--- config.mk ---
export PLATFORM = sky130hd
export DESIGN_NAME = cmap_front
export DESIGN_NICKNAME = d
export VERILOG_FILES = /design/src/design/cmap_pkg.sv /design/src/design/cmap_front.sv
export SDC_FILE = /design/constraint.sdc
export NUM_CORES = 1
export LEC_CHECK = 0
export BUFFER_PORTS_ARGS = -buffer_cell sky130_fd_sc_hd__buf_4
export CORE_AREA = 2 2 218 220
export DETAILED_ROUTE_END_ITERATION = 8
export DIE_AREA = 0 0 220 222
export GPL_TIMING_DRIVEN = 0
export PLACE_DENSITY = 0.76
export SETUP_SLACK_MARGIN = 0.15
export SYNTH_ARGS = -nofsm -noshare
export SYNTH_HDL_FRONTEND = slang
export SYNTH_SLANG_ARGS = --single-unit
--- constraint.sdc ---
create_clock -name clk -period 8.6 [get_ports clk]
set_clock_uncertainty 0.15 [all_clocks]
set_input_delay 1.72 -clock clk [delete_from_list [all_inputs] [get_ports clk]]
set_output_delay 1.72 -clock clk [all_outputs]
set_load 0.1 [all_outputs]
--- src/design/cmap_pkg.sv ---
// Shared types, constants and divider step function for the touch coordinate mapper.
`timescale 1ns / 1ps
`default_nettype none

package cmap_pkg;

    // Coordinate width; register, product and divider widths follow from it
    localparam int COORD_BITS = 16;
    localparam int PROD_W     = 2 * COORD_BITS;
    localparam int DIV_STEP   = 4;
    localparam int DIV_STAGES = (PROD_W + DIV_STEP - 1) / DIV_STEP;
    // front (swap/flip), multiply, divider stages, output clamp
    localparam int NSTG       = DIV_STAGES + 3;

    localparam int TRACK_BITS = 8;
    localparam int AREA_BITS  = 16;
    localparam int CFG_IDX_W  = 3;

    localparam logic [COORD_BITS-1:0] DISP_W_RST = COORD_BITS'(800);
    localparam logic [COORD_BITS-1:0] DISP_H_RST = COORD_BITS'(480);

    typedef logic [COORD_BITS-1:0] coord_t;
    typedef logic [PROD_W-1:0]     prod_t;

    // Register indexes on the configuration port
    typedef enum logic [CFG_IDX_W-1:0] {
        REG_PANEL_X_RES    = 3'd0,
        REG_PANEL_Y_RES    = 3'd1,
        REG_FLIP_HALF_TURN = 3'd2,
        REG_DISPLAY_WIDTH  = 3'd3,
        REG_DISPLAY_HEIGHT = 3'd4
    } cfg_reg_t;

    // Mapping setup as seen by the datapath
    typedef struct packed {
        logic   swap;    // portrait panel: exchange axes
        logic   flip;    // 180 degree rotation
        coord_t res_x;   // panel resolution along display x
        coord_t res_y;   // panel resolution along display y
        coord_t disp_w;
        coord_t disp_h;
    } map_cfg_t;

    // One axis leaving the multiply stage
    typedef struct packed {
        prod_t  prod;    // coordinate times display size
        coord_t c;       // coordinate before scaling
    } axis_t;

    // Divider working state: partial remainder and dividend/quotient shifter
    typedef struct packed {
        coord_t rem;
        prod_t  nq;
    } div_state_t;

    // Up to DIV_STEP restoring division steps, nsteps of them active
    function automatic div_state_t div_steps(div_state_t st, coord_t d, int nsteps);
        div_state_t             s;
        logic [COORD_BITS:0]    t;
        s = st;
        for (int k = 0; k < DIV_STEP; k++) begin
            if (k < nsteps) begin
                t    = {s.rem, s.nq[PROD_W-1]};
                s.nq = {s.nq[PROD_W-2:0], 1'b0};
                if (t >= {1'b0, d}) begin
                    t       = t - {1'b0, d};
                    s.nq[0] = 1'b1;
                end
                s.rem = t[COORD_BITS-1:0];
            end
        end
        return s;
    endfunction

endpackage

`default_nettype wire

--- src/design/cmap_front.sv ---
// Front stages: axis swap and flip, then multiply by display size.
`timescale 1ns / 1ps
`default_nettype none

module cmap_front (
    input  wire logic                               clk,
    input  wire logic [1:0]                         en,
    input  wire cmap_pkg::map_cfg_t                 map_cfg,
    input  wire logic [cmap_pkg::COORD_BITS-1:0]    raw_x,
    input  wire logic [cmap_pkg::COORD_BITS-1:0]    raw_y,
    output cmap_pkg::axis_t                         axis_x,
    output cmap_pkg::axis_t                         axis_y
);
    import cmap_pkg::*;

    coord_t  sx, sy;
    coord_t  fx, fy;
    coord_t  x0_reg, y0_reg;
    axis_t   ax_reg, ay_reg;

    // Stage 0: swap for portrait panels, optional half-turn (wraps)
    always_comb
    begin
        sx = map_cfg.swap ? raw_y : raw_x;
        sy = map_cfg.swap ? raw_x : raw_y;
        fx = (map_cfg.flip && map_cfg.res_x != '0) ? coord_t'(map_cfg.res_x - sx) : sx;
        fy = (map_cfg.flip && map_cfg.res_y != '0) ? coord_t'(map_cfg.res_y - sy) : sy;
    end

    always_ff @(posedge clk)
    begin
        if (en[0])
        begin
            x0_reg <= fx;
            y0_reg <= fy;
        end
    end

    // Stage 1: full-width product with the display size
    always_ff @(posedge clk)
    begin
        if (en[1])
        begin
            ax_reg.prod <= PROD_W'(x0_reg) * PROD_W'(map_cfg.disp_w);
            ax_reg.c    <= x0_reg;
            ay_reg.prod <= PROD_W'(y0_reg) * PROD_W'(map_cfg.disp_h);
            ay_reg.c    <= y0_reg;
        end
    end

    assign axis_x = ax_reg;
    assign axis_y = ay_reg;

endmodule

`default_nettype wire

# == Yosys cells after proc, flatten, opt, wreduce, memory -nomap -nowiden ==
# Index checks and enable logic that the tools add are counted.
# word_totals
inputBits,101
out_inout_bits,96
reg_bits,128
word_cells,18
# classes
addsub,2
muxes,4
multipliers,2
n_reduce_logical,4
# ops
operator,n
16-bit by 16-bit multiplier with 32-bit output,2
16-bit 2-to-1 mux,4
16-bit nonzero test,2
16-bit subtractor,2
1-bit logical AND,2

# == Depth between registers and ports, before layout ==
# logic_depth
word_depth,3
ltp_mapped,23
depth_no_buf,21

# == Worst setup path after synthesis ==
# Ideal clock, no wire load.
# synth_path
kind,input -> register
startpoint,input map_cfg[1] (netlist bit)
endpoint,"register ay_reg (netlist bit axis_y[47]), data pin"
arrival_ns,6.955
setup_ns,0.260
required_time_ns,8.190
n_path_buf,1
slack_ns,1.235
stages,20
path_cell_list,clkbuf_1 -> nand2_1 -> fa_1 -> fa_1 -> fa_1 -> fa_1 -> inv_1 -> fa_1 -> inv_1 -> fa_1 -> inv_1 -> ha_1 -> and3_1 -> and2_1 -> a221oi_4 -> o21ai_2 -> o31ai_4 -> o311ai_1 -> a21oi_2 -> xnor2_1
# synth_between
elab_chain_len,1
# synth_lines
element,line,source
from (decl),cmap_front.sv:8,"input wire cmap_pkg::map_cfg_t map_cfg,"
16-bit by 16-bit multiplier with 32-bit output,cmap_front.sv:46,ay_reg.prod <= PROD_W'(y0_reg) * PROD_W'(map_cfg.disp_h);
to (decl),cmap_front.sv:19,"axis_t ax_reg, ay_reg;"
# Every way passes these cells.
# A chain may end at the register's enable or synchronous reset.

# == Final worst setup path ==
# layout_path
startpoint,input map_cfg[19] (netlist bit)
endpoint,"register ax_reg (netlist bit axis_x[46]), data pin"
# layout_between
elab_chain_len,1
# layout_lines
element,line,source
16-bit by 16-bit multiplier with 32-bit output,cmap_front.sv:44,ax_reg.prod <= PROD_W'(x0_reg) * PROD_W'(map_cfg.disp_w);
to (decl),cmap_front.sv:19,
# Every way passes these cells.

==> impl_metrics.toml <==
[timing]
tightestPinTransition_ns = 1.32
setup_viol = 0
finalCritPeriodShare = 0.928
min_period_ns = 7.98
rsz0062_at_grt = "false"
fin_tns_setup_ns = 0
max_clock_freq_ghz = 0.125
slew_headroom = 0.122
hold_viol = 0
drv_slew = 0

[floorplan]
fp.coreArea_mm2 = 0.0463
die_height_um = 222
start_util = 0.497
rows = 79
fp.dieW_um = 220
dieArea_mm2 = 0.0488
ios = 197

[cts]
cts_hold_buf = 0
cts_sinks = 128
cts_setup_buffers = 0
cts_root_buffer = "clkbuf_16"
cts_tree = "yes"
h-tree-depth = 4
path_clk_slew_ns = 0.06
clockBufferDepth = 2
cts-resized-gates = 0
cts_inserted_buffers = 17
clock_latency_ns = 0.47

[route]
drt-initial-drc-count = 1364
vias = 17900
wl_per_cell_um = 19.2
dr.pass1.iters = 5
drc = 0
final_antenna_net_count = 0
routed_via_density = 5.53
drt-total-wl_mm = 62.1

[logic_synthesis]
synth_top_cell_by_area = "fa_1"
synth_edf_count = 128
ys_warn_count = 0
synth_xor_area_frac = 0.0274
synth_mux_area_frac = 0.0171
post_synth_and_or_nand_nor_area_fraction = 0.151
synth_fp_nets = 3126
yosys.area_share.adder = 0.469
netlist_instances = 2397
netlist.area_leader.share = 0.340
synth_flop_cell = "edfxtp_1"
synth_area_per_cell_um2 = 9.59
ys_ff_latch = 128
postSynth.asyncResetShare = 0
ys_top_cells_by_area = "fa_1 (34%), edfxtp_1 (17%), ha_1 (13%), inv_1 (7.8%), and2_1 (6.7%)"
synth-compound-area-share = 0.0761
synth_top_family_by_area = "adder cells"
yosysSeqAreaShare = 0.167
yosys.cell_types.count = 61
synth_area_mm2 = 0.0230

[critical_path]
critPathBufInv = 6
crit_family = "adder cells"
critPathSlowestCell = "a31oi_1"
crit_path_cell_trace = "buf_4 -> clkbuf_1 -> nand2_1 -> fa_1 -> fa_1 -> fa_1 -> fa_1 -> inv_1 -> fa_1 -> inv_1 -> fa_1 -> inv_1 -> ha_1 -> nand3_1 -> inv_1 -> and3_1 -> a21oi_1 -> a31oi_1 -> a31oi_1 -> o31a_1 -> xnor2_1"
crit_top_cell = "fa_1"
worstSetupStartpointType = "input port"
crit_required_ns = 8.68
path_class = "input port to flip-flop"
end_kind = "flip-flop"
critPathMaxFanout = 10
critPathMaxStageDelay_ns = 0.61
crit_arrival_ns = 8.05

[min_path]
hp-class = "flip-flop to flip-flop"

[global_routing]
grt_pass1_wl_mm = 99.8
gr-total-overflow = 0
grt_start_max_net_pins = 97
grt_pass1_vias = 19000
antenna_found_initial = 0
grt_usage = 0.267

[layout]
mostFrequentLayoutCells = "inv_1 (476), fa_1 (390), nand2_1 (324), and2_1 (246), ha_1 (238)"
layout_commonest_cell = "inv_1"
nNetsFinal = 3340
area_delta_synth_final_pct = 12.1
fin_area_mm2 = 0.0258
final_core_util = 0.557
drive_gt1_frac = 0.0930

[place]
dpl.hpwl_mm = 51.0
gp_congestion = 0.957
placed_area_mm2 = 0.0252
io_buffers = 195

[status]
outcome = "finished, final reports clean"

[job]
drv_cap = 0
-- layout make-up --
class,instances,area (um2)
Sequential cell,128,3840
Fill cell,4050,20500
Inverter,476,1790
Tap cell,607,759
Clock buffer,18,429
Timing Repair Buffer,195,1460
Buffer,87,330
Multi-Input combinational cell,1706,17000
Antenna cell,1,2.50
Clock inverter,14,118
-- metrics by stage --
step / std cells / hold WS, ns / setup WS, ns
global route: 3231 / 0.599 / 0.406
CTS: 3231 / 0.568 / 0.773
finish: 3232 / 0.577 / 0.622
global placement: 3199 / 0.546 / 0.351
detailed placement: 3199 / 0.550 / 0.282
floorplan: 2397 / 0.359 / 1.23
-- synthesized netlist by cell type (all sizes together), types with 6 or more instances --
cell type / instances
a21oi: 85
and3: 14
nor4: 10
clkbuf: 85
o21ai: 50
nand4: 7
ha: 238
xor2: 26
mux2i: 36
fa: 390
o21bai: 7
a21o: 55
and2: 246
nor3: 11
nand2: 324
edfxtp: 128
nor2b: 6
inv: 476
xnor2: 46
a211oi: 13
nand3: 26
nor2: 38
a31oi: 15
-- logic make-up after synthesis --
| logic type | count (synthesis) |
|---|---|
| adder cells (fa/ha/maj) | 628 |
| AND/OR/NAND/NOR | 703 |
| AO/OA/AOI/OAI | 264 |
| multiplexers | 39 |
| XOR/XNOR | 72 |
| buffers and inverters | 563 |
| flip-flops | 128 |
-- routing by layer --
metal / share of wire / routed length (um) / GRT usage / vias up
met1: 0.42 / 26100 / 0.373 / 8873
met4: 0.034 / 2130 / 0.109 / 0
met2: 0.46 / 28300 / 0.411 / 879
met3: 0.090 / 5570 / 0.0450 / 140
li1: - / - / - / 7974
met5: 0 / 0 / 0 / -
-- path summary, 6_finish.rpt --
kind	start	to	slack [ns]	cells past startpoint
max	map_cfg[19]	axis_x[46]	0.62	21
min reg2reg	y0_reg[12]	axis_y[12]	0.58	0
min	y0_reg[12]	axis_y[12]	0.58	0
max reg2reg	x0_reg[10]	axis_x[46]	1.16	20
Power is not shown: default switching activity piles up to over one toggle a cycle in this logic, so the estimate is an artifact.
