--- config.mk ---
export PLATFORM = sky130hd
export DESIGN_NAME = cmap_div
export DESIGN_NICKNAME = d
export VERILOG_FILES = /design/src/design/cmap_pkg.sv /design/src/design/cmap_div.sv
export SDC_FILE = /design/constraint.sdc
export NUM_CORES = 2
export LEC_CHECK = 0
export ABC_CLOCK_PERIOD_IN_PS = 15250
export CAP_MARGIN = 15
export CORE_MARGIN = 5
export CORE_UTILIZATION = 35
export DETAILED_ROUTE_END_ITERATION = 6
export DONT_BUFFER_PORTS = 1
export HOLD_SLACK_MARGIN = 0.08
export MAX_ROUTING_LAYER = met4
export PLACE_DENSITY = 0.54
export SETUP_SLACK_MARGIN = 0.15
export SLEW_MARGIN = 10
export SYNTH_ARGS = -nofsm -noshare
export SYNTH_HDL_FRONTEND = slang
export SYNTH_SLANG_ARGS = --single-unit
--- constraint.sdc ---
create_clock -name clk -period 15.25 [get_ports clk]
set_input_delay 0 -clock clk [delete_from_list [all_inputs] [get_ports clk]]
set_output_delay 0 -clock clk [all_outputs]
set_load 0.005 [all_outputs]
--- src/design/cmap_pkg.sv ---
// Shared types, constants and divider step function for the touch coordinate mapper.
`timescale 1ns / 1ps
`default_nettype none

package cmap_pkg;

    // Coordinate width; register, product and divider widths follow from it
    localparam int COORD_BITS = 16;
    localparam int PROD_W     = 2 * COORD_BITS;
    localparam int DIV_STEP   = 4;
    localparam int DIV_STAGES = (PROD_W + DIV_STEP - 1) / DIV_STEP;
    // front (swap/flip), multiply, divider stages, output clamp
    localparam int NSTG       = DIV_STAGES + 3;

    localparam int TRACK_BITS = 8;
    localparam int AREA_BITS  = 16;
    localparam int CFG_IDX_W  = 3;

    localparam logic [COORD_BITS-1:0] DISP_W_RST = COORD_BITS'(800);
    localparam logic [COORD_BITS-1:0] DISP_H_RST = COORD_BITS'(480);

    typedef logic [COORD_BITS-1:0] coord_t;
    typedef logic [PROD_W-1:0]     prod_t;

    // Register indexes on the configuration port
    typedef enum logic [CFG_IDX_W-1:0] {
        REG_PANEL_X_RES    = 3'd0,
        REG_PANEL_Y_RES    = 3'd1,
        REG_FLIP_HALF_TURN = 3'd2,
        REG_DISPLAY_WIDTH  = 3'd3,
        REG_DISPLAY_HEIGHT = 3'd4
    } cfg_reg_t;

    // Mapping setup as seen by the datapath
    typedef struct packed {
        logic   swap;    // portrait panel: exchange axes
        logic   flip;    // 180 degree rotation
        coord_t res_x;   // panel resolution along display x
        coord_t res_y;   // panel resolution along display y
        coord_t disp_w;
        coord_t disp_h;
    } map_cfg_t;

    // One axis leaving the multiply stage
    typedef struct packed {
        prod_t  prod;    // coordinate times display size
        coord_t c;       // coordinate before scaling
    } axis_t;

    // Divider working state: partial remainder and dividend/quotient shifter
    typedef struct packed {
        coord_t rem;
        prod_t  nq;
    } div_state_t;

    // Up to DIV_STEP restoring division steps, nsteps of them active
    function automatic div_state_t div_steps(div_state_t st, coord_t d, int nsteps);
        div_state_t             s;
        logic [COORD_BITS:0]    t;
        s = st;
        for (int k = 0; k < DIV_STEP; k++) begin
            if (k < nsteps) begin
                t    = {s.rem, s.nq[PROD_W-1]};
                s.nq = {s.nq[PROD_W-2:0], 1'b0};
                if (t >= {1'b0, d}) begin
                    t       = t - {1'b0, d};
                    s.nq[0] = 1'b1;
                end
                s.rem = t[COORD_BITS-1:0];
            end
        end
        return s;
    endfunction

endpackage

`default_nettype wire

--- src/design/cmap_div.sv ---
// Pipelined restoring divider for one axis, DIV_STEP quotient bits per stage.
`timescale 1ns / 1ps
`default_nettype none

module cmap_div (
    input  wire logic                               clk,
    input  wire logic [cmap_pkg::DIV_STAGES-1:0]    en,
    input  wire cmap_pkg::axis_t                    axis_in,
    input  wire logic [cmap_pkg::COORD_BITS-1:0]    divisor,
    output logic [cmap_pkg::COORD_BITS-1:0]         quot,
    output logic [cmap_pkg::COORD_BITS-1:0]         c_out
);
    import cmap_pkg::*;

    div_state_t st_reg [DIV_STAGES];
    coord_t     c_reg  [DIV_STAGES];
    div_state_t st_in  [DIV_STAGES];
    coord_t     c_in   [DIV_STAGES];

    // Stage inputs: first stage starts from a zero remainder
    always_comb
    begin
        st_in[0].rem = '0;
        st_in[0].nq  = axis_in.prod;
        c_in[0]      = axis_in.c;
        for (int i = 1; i < DIV_STAGES; i++)
        begin
            st_in[i] = st_reg[i-1];
            c_in[i]  = c_reg[i-1];
        end
    end

    // The user must keep the divisor static while items are in flight; the block does not enforce it
    for (genvar i = 0; i < DIV_STAGES; i++)
    begin : g_stage
        localparam int NSTEPS = ((PROD_W - i * DIV_STEP) < DIV_STEP) ?
                                (PROD_W - i * DIV_STEP) : DIV_STEP;
        always_ff @(posedge clk)
        begin
            if (en[i])
            begin
                st_reg[i] <= div_steps(st_in[i], divisor, NSTEPS);
                c_reg[i]  <= c_in[i];
            end
        end
    end

    // Low quotient bits only; upper bits are dropped by the mapping
    assign quot  = st_reg[DIV_STAGES-1].nq[COORD_BITS-1:0];
    assign c_out = c_reg[DIV_STAGES-1];

endmodule

`default_nettype wire

[After elaboration in Yosys (flattened, before gate mapping)]
Memories as Yosys holds them, arrays and structs flattened.
Index checks and enable logic that the tools add are counted.
Word-level totals
  bits in registers: 0
  bits in latches: 0
  bits in writable memories: 512
  memory bits (read-only): 0
  input bits: 73
  output and inout bits: 32
  logic and storage cells: 178
  memories kept: 2
Cells by class
  add/subtract/negate cells: 32
  $mul: 0
  div/mod/pow operators: 0
  magnitude comparators: 32
  eq/ne operators: 0
  shifts and indexed selects: 0
  multiplexer cells: 112
  bitwise logic cells: 0
  reduce and logical (&&, ||, !) cells: 0
Memories
  st_reg: words 8, width 48, rd ports 8, clocked after memory_dff 0, wr ports 8, line cmap_div.sv:15  | div_state_t st_reg [DIV_STAGES];
  c_reg: words 8, width 16, rd ports 8, clocked after memory_dff 0, wr ports 8, line cmap_div.sv:16  | coord_t c_reg [DIV_STAGES];
Operators by type and width (count)
  48-bit 2-to-1 mux: 32
  17-bit by 16-bit greater-or-equal comparator with 1-bit output: 31
  16-bit 2-to-1 mux: 32
  16-bit subtractor: 31
  1-bit 2-to-1 mux: 48
  1-bit by 16-bit greater-or-equal comparator with 1-bit output: 1
  1-bit by 16-bit subtractor with 16-bit output: 1

[Longest topological paths before layout]
An unclocked memory read counts as a cell.
  depth after elaboration: 13
  depth in mapped cells: 51
  mapped depth without buffers: 46

[Least setup slack after synthesis]
No wires, ideal clock.
  path type: in2reg
  from: input divisor[1] in the netlist's numbering
  to: memory st_reg[0][134] in the netlist's numbering (data pin)
  setup time: 262 ps
  data arrival time: 11147 ps
  data required time: 14988 ps
  path slack: 3840 ps
  cell stages on the path: 45
  path buffers: 4
  cell sequence: inv_1 > ha_1 > nor2b_1 > o21bai_1 > a21oi_1 > nor3_4 > nor2_2 > clkbuf_1 > mux2_2 > ha_1 > and3_1 > a221oi_1 > a21oi_1 > o31ai_1 > a211o_1 > a21boi_4 > clkbuf_1 > nor2_1 > (+9 left out) > a21o_1 > a211oi_1 > a211oi_2 > buf_6 > mux2i_1 > ha_1 > nor2b_1 > o21ai_0 > a21oi_1 > nor4b_1 > o31ai_1 > a21oi_1 > o21a_1 > o21ai_0 > a211o_1 > a211oi_4 > buf_4 > mux2_1
RTL lines
  start, declared: line cmap_div.sv:9  | input wire logic [cmap_pkg::COORD_BITS-1:0] divisor,
  end, declared: line cmap_div.sv:15

==> run summary <==
Design area: 0.04393 mm2
Buf+Inv Stages, Crit Path: 2
Synth unique cells: 96
Most common cell in the netlist: ha_1
Area Growth Syn to Fin: 12.26%
Adder-Cell Fraction of Synth Area: 17.46%
Max capacitance violation total: 0
Setup TNS: 0 ps
Mux cell area share after synthesis: 8.761%
Total GRT Usage: 19.24%
Critical Path Start Type: flip-flop
Status: completed
Slowest cell on crit path: nor2_2
Root buffer cell: clkbuf_16
Cell taking the most area after synthesis: edfxtp_1
TritonCTS buffer count: 50
Drt wl/cell: 19.70 um
Initial antenna violation count: 2
Hold Path Sink: st_reg[0][34]
Drt via density: 5.508
CTS H-tree lvls: 2
R2R cell count: 41
Compound-Gate Fraction of Synth Area: 19.04%
Hold Worst Slack: 165.7 ps
Standard-cell row count: 122
Die area: 0.1186 mm2
Max_slew headroom: 27.31%
Clock tree buffer depth: 3
Clk_lat worst skew: 650 ps
Minimum clock period: 12160 ps
IO Pins: 105
Post-Synth Simple-Gate Area: 13.88%
Fin. Hold Viols: 0
XOR/XNOR Fraction of Synth Area: 7.856%
Largest family of logic cells by synthesized area: compound AO/OA/AOI/OAI gates
Area of the mapped netlist: 0.03913 mm2
Max FFs per register: 264
Worst-Margin Slew: 1060 ps
Register bit total from synthesis: 392
Clk_skew: 56.55 ps
Drt pass-1 iters: 5
Post-route clock period utilization: 79.71%
Reg-to-Reg End: st_reg[0][143]
Dpl cell area: 0.04106 mm2
Endpoints failing setup: 0
Start of the worst register-to-register path: st_reg[0][82]
RSZ-0062 raised after global routing: no
Flop-to-flop setup slack: 3090 ps
Worst Setup End Kind: flip-flop
Cells after Synth: 4111
Area contributors post-synth: edfxtp_1 30%, ha_1 16%, mux2_2 7.2%, xnor2_1 5.4%, a21oi_1 4.2%
Detail Route Antenna Nets: 0
Hold Path Class: in -> reg
Crit Path Category: reg -> reg
Die W: 344.4 um
FMAX: 0.08226 GHz
Initial core utilization: 35.31%
Critical path required time: 15640 ps
Worst path max stage delay: 670 ps
CP arrival: 12550 ps
DP HPWL: 84170 um
Max Slew Vio Count: 0
1st-iter DRT viols: 2154
Post-synth top area share: 30.08%
Vias in the first global route: 30650
Post-synth EDFFs: 392
Non-Filler Instances: 5779
Diodes inserted: 0
Mean Syn Cell Area: 9.519 um2
Layout cells sized above 1: 10.63%
CTS tree: yes
DRC viols: 0
Ys flop type: edfxtp_1
Resized cells post-CTS: 0
DP Cell Count: 5574
Gp weighted congestion: 0.8864
CP max FO: 27
Clk pin slew, worst setup/hold paths: 60 ps
Clk sinks: 392
Die H: 344.4 um
Port Buffers: 0
Final wirelength: 113900 um
Largest net degree at the start of global routing: 61
Hold Crit Start: axis_in[46]
Postcts setup bufs: 0
Hold depth: 4
Global-route wire length before repair: 174300 um
Via count: 31830
Nets@finish: 4853
Delay-heaviest family, CP: compound AO/OA/AOI/OAI gates
Synth Net Count: 4712
Post-synthesis sequential area ratio: 30.08%
Ys Warns: 0
Congestion Overflow GR: 0
Asr flop ratio synth: 0%
Post-synth top cells: 498 x ha_1, 392 x edfxtp_1, 330 x a21oi_1
Core area: 0.1108 mm2
## through the flow
step	setup WS [ps]	utilization (%)
after floorplan	3840	-
after global placement	2847	37.04
after detailed placement	2920	37.05
after CTS	3118	39.64
after global routing	2129	39.64
final	3094	39.64
## what timing repair did
action                     4_1_cts  5_1_grt
setup endpoints to repair        0        0
hold endpoints to repair       459        0
hold buffers                   114        0
## worst register-to-register path: cells and delay by family, from the launching register on
kind / cells / cell delay, ps
mux: 3 / 1200
flops: 1 / 430
simple gates: 8 / 1860
buf+inv: 2 / 340
compound gates: 24 / 6740
fa+ha+maj: 4 / 1360
## cells by family (layout without fill, tap and decap cells)
group / after synthesis / after routing
multiplexers: 309 / 309
AO/OA/AOI/OAI: 1135 / 1135
adder cells (fa/ha/maj): 528 / 528
XOR/XNOR: 351 / 351
buffers and inverters: 292 / 472
AND/OR/NAND/NOR: 1104 / 1104
flip-flops: 392 / 392
## metal layers
| metal | track usage [%] | part of all wire (%) | routed length (um) | vias to the layer above |
|---|---|---|---|---|
| met2 | 31.24 | 46 | 52530 | 679 |
| met4 | 5.625 | 3.2 | 3680 | 0 |
| met1 | 25.38 | 46 | 52590 | 15150 |
| li1 | - | - | - | 15820 |
| met5 | - | 0 | 0 | - |
| met3 | 2.286 | 4.4 | 5065 | 178 |
## cell usage in the layout, fill, tap and decap left out, types with 22 or more instances in the layout
master         Yosys  final
ha_1             498    498
edfxtp_1         392    392
a21oi_1          330    330
nand2_1          283    283
nor2_1           256    256
mux2_2           249    249
o21ai_0          246    246
xnor2_1          243    243
inv_1            221    206
a21o_1           153    153
xor2_1           108    108
dlygate4sd3_1      0    105
nand4_1          100    100
nand3_1           95     95
nor2b_1           83     83
nor3_1            81     81
o21a_1            62     62
clkbuf_16          0     50
o21bai_1          48     48
nand2b_1          46     46
buf_4              4     44
mux2i_1           43     43
a211oi_1          33     33
nor4_1            33     33
fa_1              30     30
a31oi_1           27     27
o31ai_1           26     26
a21boi_0          25     25
and3_1            23     23
or3_1             23     23
or2_2             22     22
## worst max path at each step
stage	cells past startpoint	endpoint	from
floorplan	45	st_reg[0][134]	divisor[1]
global placement	47	st_reg[1][144]	divisor[1]
detailed placement	44	st_reg[1][89]	divisor[1]
CTS	41	st_reg[1][38]	st_reg[0][176]
global route	41	st_reg[0][143]	st_reg[0][82]
finish	41	st_reg[0][143]	st_reg[0][82]
## area by class of cell
type,instances,area (um2)
tap,1488,1862
timing repair buffer,159,1634
inverter,222,834.6
sequential,392,11770
clock inverter,29,286.5
multi-input combinational,3427,26240
clock buffer,62,1296
fill,11020,66890
Power is not shown: default switching activity piles up to over one toggle a cycle in this logic, so the estimate is an artifact.
