--- config.mk ---
export PLATFORM = sky130hd
export DESIGN_NAME = cmap_cfg
export DESIGN_NICKNAME = d
export VERILOG_FILES = /design/src/design/cmap_pkg.sv /design/src/design/cmap_cfg.sv
export SDC_FILE = /design/constraint.sdc
export NUM_CORES = 1
export LEC_CHECK = 0
export BUFFER_PORTS_ARGS = -buffer_cell sky130_fd_sc_hd__buf_2
export CORE_MARGIN = 2
export CORE_UTILIZATION = 40
export CTS_CLUSTER_DIAMETER = 150
export DETAILED_ROUTE_END_ITERATION = 7
export PLACE_DENSITY_LB_ADDON = 0.2
export SLEW_MARGIN = 20
export SYNTH_ARGS = -nofsm -noshare
export SYNTH_HDL_FRONTEND = slang
export SYNTH_SLANG_ARGS = --single-unit
--- constraint.sdc ---
create_clock -name clk -period 2.3 [get_ports clk]
set_input_delay 0.23 -clock clk [delete_from_list [all_inputs] [get_ports clk]]
set_output_delay 0.23 -clock clk [all_outputs]
set_load 0.005 [all_outputs]
--- src/design/cmap_pkg.sv ---
// Shared types, constants and divider step function for the touch coordinate mapper.
`timescale 1ns / 1ps
`default_nettype none

package cmap_pkg;

    // Coordinate width; register, product and divider widths follow from it
    localparam int COORD_BITS = 16;
    localparam int PROD_W     = 2 * COORD_BITS;
    localparam int DIV_STEP   = 4;
    localparam int DIV_STAGES = (PROD_W + DIV_STEP - 1) / DIV_STEP;
    // front (swap/flip), multiply, divider stages, output clamp
    localparam int NSTG       = DIV_STAGES + 3;

    localparam int TRACK_BITS = 8;
    localparam int AREA_BITS  = 16;
    localparam int CFG_IDX_W  = 3;

    localparam logic [COORD_BITS-1:0] DISP_W_RST = COORD_BITS'(800);
    localparam logic [COORD_BITS-1:0] DISP_H_RST = COORD_BITS'(480);

    typedef logic [COORD_BITS-1:0] coord_t;
    typedef logic [PROD_W-1:0]     prod_t;

    // Register indexes on the configuration port
    typedef enum logic [CFG_IDX_W-1:0] {
        REG_PANEL_X_RES    = 3'd0,
        REG_PANEL_Y_RES    = 3'd1,
        REG_FLIP_HALF_TURN = 3'd2,
        REG_DISPLAY_WIDTH  = 3'd3,
        REG_DISPLAY_HEIGHT = 3'd4
    } cfg_reg_t;

    // Mapping setup as seen by the datapath
    typedef struct packed {
        logic   swap;    // portrait panel: exchange axes
        logic   flip;    // 180 degree rotation
        coord_t res_x;   // panel resolution along display x
        coord_t res_y;   // panel resolution along display y
        coord_t disp_w;
        coord_t disp_h;
    } map_cfg_t;

    // One axis leaving the multiply stage
    typedef struct packed {
        prod_t  prod;    // coordinate times display size
        coord_t c;       // coordinate before scaling
    } axis_t;

    // Divider working state: partial remainder and dividend/quotient shifter
    typedef struct packed {
        coord_t rem;
        prod_t  nq;
    } div_state_t;

    // Up to DIV_STEP restoring division steps, nsteps of them active
    function automatic div_state_t div_steps(div_state_t st, coord_t d, int nsteps);
        div_state_t             s;
        logic [COORD_BITS:0]    t;
        s = st;
        for (int k = 0; k < DIV_STEP; k++) begin
            if (k < nsteps) begin
                t    = {s.rem, s.nq[PROD_W-1]};
                s.nq = {s.nq[PROD_W-2:0], 1'b0};
                if (t >= {1'b0, d}) begin
                    t       = t - {1'b0, d};
                    s.nq[0] = 1'b1;
                end
                s.rem = t[COORD_BITS-1:0];
            end
        end
        return s;
    endfunction

endpackage

`default_nettype wire

--- src/design/cmap_cfg.sv ---
// Configuration registers and derived axis setup of the touch coordinate mapper.
`timescale 1ns / 1ps
`default_nettype none

module cmap_cfg (
    input  wire logic                               clk,
    input  wire logic                               rst_n,
    input  wire logic                               cfg_valid,
    output logic                                    cfg_ready,
    input  wire logic [cmap_pkg::CFG_IDX_W-1:0]     cfg_index,
    input  wire logic [cmap_pkg::COORD_BITS-1:0]    cfg_data,
    output cmap_pkg::map_cfg_t                      map_cfg
);
    import cmap_pkg::*;

    coord_t panel_x_reg, panel_x_next;
    coord_t panel_y_reg, panel_y_next;
    logic   flip_reg, flip_next;
    coord_t disp_w_reg, disp_w_next;
    coord_t disp_h_reg, disp_h_next;
    logic   wr;

    assign cfg_ready = 1'b1;
    assign wr        = cfg_valid && cfg_ready;

    // Register write decode; unknown indexes are dropped
    always_comb
    begin
        panel_x_next = panel_x_reg;
        panel_y_next = panel_y_reg;
        flip_next    = flip_reg;
        disp_w_next  = disp_w_reg;
        disp_h_next  = disp_h_reg;
        if (wr)
        begin
            unique case (cfg_reg_t'(cfg_index))
                REG_PANEL_X_RES:    panel_x_next = cfg_data;
                REG_PANEL_Y_RES:    panel_y_next = cfg_data;
                REG_FLIP_HALF_TURN: flip_next    = cfg_data[0];
                REG_DISPLAY_WIDTH:  disp_w_next  = cfg_data;
                REG_DISPLAY_HEIGHT: disp_h_next  = cfg_data;
                default:            ;
            endcase
        end
    end

    always_ff @(posedge clk or negedge rst_n)
    begin
        if (!rst_n)
        begin
            panel_x_reg <= '0;
            panel_y_reg <= '0;
            flip_reg    <= 1'b0;
            disp_w_reg  <= DISP_W_RST;
            disp_h_reg  <= DISP_H_RST;
        end
        else
        begin
            panel_x_reg <= panel_x_next;
            panel_y_reg <= panel_y_next;
            flip_reg    <= flip_next;
            disp_w_reg  <= disp_w_next;
            disp_h_reg  <= disp_h_next;
        end
    end

    // Portrait when both resolutions known and x narrower than y
    always_comb
    begin
        map_cfg.swap   = (panel_x_reg != '0) && (panel_y_reg != '0) &&
                         (panel_x_reg < panel_y_reg);
        map_cfg.flip   = flip_reg;
        map_cfg.res_x  = map_cfg.swap ? panel_y_reg : panel_x_reg;
        map_cfg.res_y  = map_cfg.swap ? panel_x_reg : panel_y_reg;
        map_cfg.disp_w = disp_w_reg;
        map_cfg.disp_h = disp_h_reg;
    end

endmodule

`default_nettype wire

# Yosys cells after proc, flatten, opt, wreduce, memory -nomap -nowiden
# Index checks and enable logic that the tools add are counted.
[word_totals]
regBits = 65
inputBits = 22
out_inout_bits = 67
wordCells = 22
[op_classes]
order_cmp = 1
eq_ne = 4
n_mux = 2
reduce_logical = 10
[op_table]
columns = ["cell", "n"]
rows = [
  ["$mux W16", 2],
  ["$reduce_bool A16 Y1", 2],
  ["$lt A16 B16 Y1", 1],
  ["$reduce_and A2 Y1", 5],
  ["$eq A3 B2 Y1 const B", 2],
  ["$eq A3 B1 Y1 const B", 1],
  ["$eq A3 B3 Y1 const B", 1],
  ["$logic_not A3 Y1", 1],
  ["$logic_and A1 B1 Y1", 2],
]

# Logic depth before layout (Yosys ltp)
[logic_depth]
depth_word = 4
ltp_mapped = 10

# Worst setup path before layout
# OpenSTA, ideal clock, no wires.
[synth_path]
path_kind = "register -> output"
from = "register panel_x_reg[1]"
to = "output map_cfg[32] in the netlist's numbering"
arrival_ns = 2.188
required_ns = 2.070
slack_ns = -0.118
stages_incl_launch_ff = 9
path_cell_list = "dfrtp_1 ha_1 a2111oi_2 nor3_1 o311a_1 a211o_1 buf_6 buf_12 mux2_4"
[synth_rtl]
columns = ["element", "line_no", "source"]
rows = [
  ["start, declared", "cmap_cfg.sv:16", "coord_t panel_x_reg, panel_x_next;"],
  ["start signal, assigned", "cmap_cfg.sv:59", "panel_x_reg <= panel_x_next;"],
  ["end, declared", "cmap_cfg.sv:12", "output cmap_pkg::map_cfg_t map_cfg"],
]

==> flow_summary.json <==
{
  "netlist_instances": 265,
  "synthArstFlopShare": 1.00,
  "initial_core_util": 0.413,
  "mappedNetlistArea_sq_um": 3410,
  "grt-ovfl-total": 0,
  "place_ws_ns": -0.277,
  "postCtsSetupBuffers": 0,
  "path_delay_family": "compound AO/OA/AOI/OAI gates",
  "power.density_nw_per_um2": 1070,
  "clkTransAtPathRegs_ns": 0.08,
  "synth_edf_count": 0,
  "ant_nets": 0,
  "synthToLayoutAreaGrowth_pct": 34.7,
  "core_sq_um": 8260,
  "root_buffer": "clkbuf_8",
  "yosys.area_share.adder": 0.0550,
  "cts_buffer_depth": 2,
  "maxSlewHeadroom": 0.561,
  "gr-usage-all-layers": 0.181,
  "crit_arrival_ns": 2.63,
  "synth_seq_area_share": 0.479,
  "crit_chain": "inv_2, ha_4, a2111oi_4, nor3_2, o311a_1, a211o_4, clkbuf_16, mux2_4, buf_6",
  "insertedDiodeCount": 0,
  "crit_buf_inv": 3,
  "p_leak_nw": 2.23,
  "maxCapViolations": 0,
  "wl_per_cell_um": 16.0,
  "synth_xor_area_frac": 0,
  "grt_pass1_wl_mm": 12.6,
  "grt_antenna_before_repair": 0,
  "synth-simple-area-share": 0.0627,
  "vias": 2486,
  "cp_slowest_cell": "dfrtp_1",
  "die_y_um": 96.4,
  "n_fill_cell": 727,
  "fin_setup_tns_ns": -17.37,
  "synth_seq_cells": 65,
  "cts_made_buffers": 9,
  "placed_area_sq_um": 4180,
  "drive_gt1_frac": 0.610,
  "slew_viol_final": 0,
  "dp_hpwl_mm": 5.66,
  "synth_compound_gate_area_share": 0.0469,
  "finalCriticalPeriod_ns": 2.86,
  "end_kind": "output pin",
  "ir_worst_vdd_mv": 0.563,
  "final_cell_area_sq_um": 4600,
  "synth_area_per_cell_sq_um": 12.9,
  "finClkSkew_ns": 0,
  "worstSetupStartpointType": "flip-flop",
  "status": "finished, violations left",
  "routed_via_density": 4.97,
  "synth-main-ff-cell": "dfrtp_1",
  "gp_congestion": 0.760,
  "setup_slack_ns": -0.555,
  "wl_mm": 8.01,
  "violations": "setup timing",
  "grt_max_degree": 31,
  "finalSetupViolCount": 33,
  "grt_pass1_vias": 2478,
  "ctsHtreeMaxLevel": 3,
  "cpPeakStageDelay_ns": 0.39,
  "post-route-period-util": 1.24,
  "max_clock_freq_mhz": 350,
  "utilization": 0.557,
  "hold_viol": 0,
  "dr.pass1.iters": 4,
  "cp_max_fo": 11,
  "synthMuxAreaShare": 0.302,
  "die_width_um": 96.4,
  "worst_pin_slew_ns": 0.659,
  "remaining_drc_errors": 0,
  "critical_path_required_ns": 2.07,
  "io-pin-count": 89,
  "drt_iter0_drc": 100,
  "whs_ns": 0.134,
  "critPathKind": "flip-flop to output pin",
  "clkLatencyLatePin_ns": 0.33,
  "synth_cell_types": 29,
  "clock-sinks": 65,
  "tritoncts": "done",
  "io_buffer_count": 87,
  "rsz0062_at_grt": "true",
  "synth_warnings": 0,
  "synth_fp_nets": 302,
  "hold_class": "input pin to flip-flop",
  "synth_top_family_by_area": "multiplexers",
  "rows": 33,
  "fp.dieArea_sq_um": 9290,
  "final_nets": 427
}
## layer usage
layer | share of wire | GRT usage
met1 | 0.46 | 0.244
met2 | 0.48 | 0.289
met3 | 0.049 | 0.0481
met4 | 0.014 | 0.0493
met5 | 0 | 0
## cells in the final DEF (no fill, tap or decap), types with 3 or more instances in the layout
master / n
o21ai_0: 18
dfrtp_1: 58
buf_4: 37
a21oi_1: 4
buf_6: 20
mux2_2: 53
mux2_4: 29
nor4_1: 8
dfstp_2: 7
clkbuf_8: 9
inv_1: 16
nand4_1: 3
nand2_1: 20
buf_2: 68
ha_1: 14
## cells in the mapped netlist, types with 2 or more instances
| library cell | count | area [sq um] |
|---|---|---|
| mux2_2 | 53 | 597 |
| buf_12 | 3 | 60.1 |
| dfrtp_1 | 58 | 1450 |
| nor2b_1 | 2 | 12.5 |
| a21oi_1 | 4 | 20.0 |
| nor2_1 | 4 | 15.0 |
| ha_1 | 15 | 188 |
| nand3_1 | 2 | 10.0 |
| mux2_4 | 29 | 435 |
| inv_1 | 17 | 63.8 |
| nand2_1 | 20 | 75.1 |
| nor3_1 | 2 | 10.0 |
| o21ai_0 | 18 | 90.1 |
| buf_4 | 2 | 15.0 |
| clkbuf_1 | 7 | 26.3 |
| nor4_1 | 8 | 50.1 |
| dfstp_2 | 7 | 184 |
| nand4_1 | 3 | 18.8 |
## worst reg2reg max path, cell delays in order (launching register included)
cell     delay (ns)
dfrtp_1        0.41
buf_4          0.16
mux2_2         0.25
## area by class of cell
type | instances | area (sq um) | share of cell area
Sequential cell | 65 | 1640 | 0.356
Clock buffer | 9 | 124 | 0.0269
Clock inverter | 7 | 95.1 | 0.0207
Inverter | 17 | 63.8 | 0.0139
Tap cell | 105 | 131 | 0.0286
Timing Repair Buffer | 128 | 898 | 0.195
Multi-Input combinational cell | 169 | 1650 | 0.359
## cell families (layout without fill, tap and decap cells)
family	Yosys count	after routing
compound gates	27	27
flops	65	65
buf+inv	31	161
other cells	1	1
simple gates	44	44
mux	82	82
fa+ha+maj	15	15
## where the power goes
part	switching [W]	internal [W]	total, W
logic	0.000903	0.00143	0.00233
registers	0.000136	0.00141	0.00155
clock network	0.000456	0.000610	0.00107
## timing repair
action,CTS,global route
hold endpoints to repair,22,0
endpoints found under the setup margin,33,33
hold buffers,1,0
resized for setup,18,8
pin swaps,0,1
gates cloned,0,1
## per-stage QoR
stage,power (W),cells
finish,0.00494,500
global placement,0.00353,482
CTS,0.00486,499
global route,0.00527,500
detailed placement,0.00357,482
floorplan,0.00285,265
## final timing paths
| kind | startpoint | endpoint | slack [ns] | depth (start not counted) |
|---|---|---|---|---|
| max reg2reg | panel_x_reg[1] | panel_x_reg[1] | 1.36 | 2 |
| max in group asynchronous | rst_n | disp_h_reg[8] | 1.07 | 3 |
| min reg2reg | disp_w_reg[0] | disp_w_reg[0] | 0.50 | 1 |
| min in group asynchronous | rst_n | disp_h_reg[3] | 0.46 | 2 |
| max | panel_y_reg[1] | map_cfg[42] | -0.56 | 9 |
| min | cfg_data[13] | panel_y_reg[13] | 0.13 | 3 |
No activity file was read; power rests on OpenSTA's default activity.
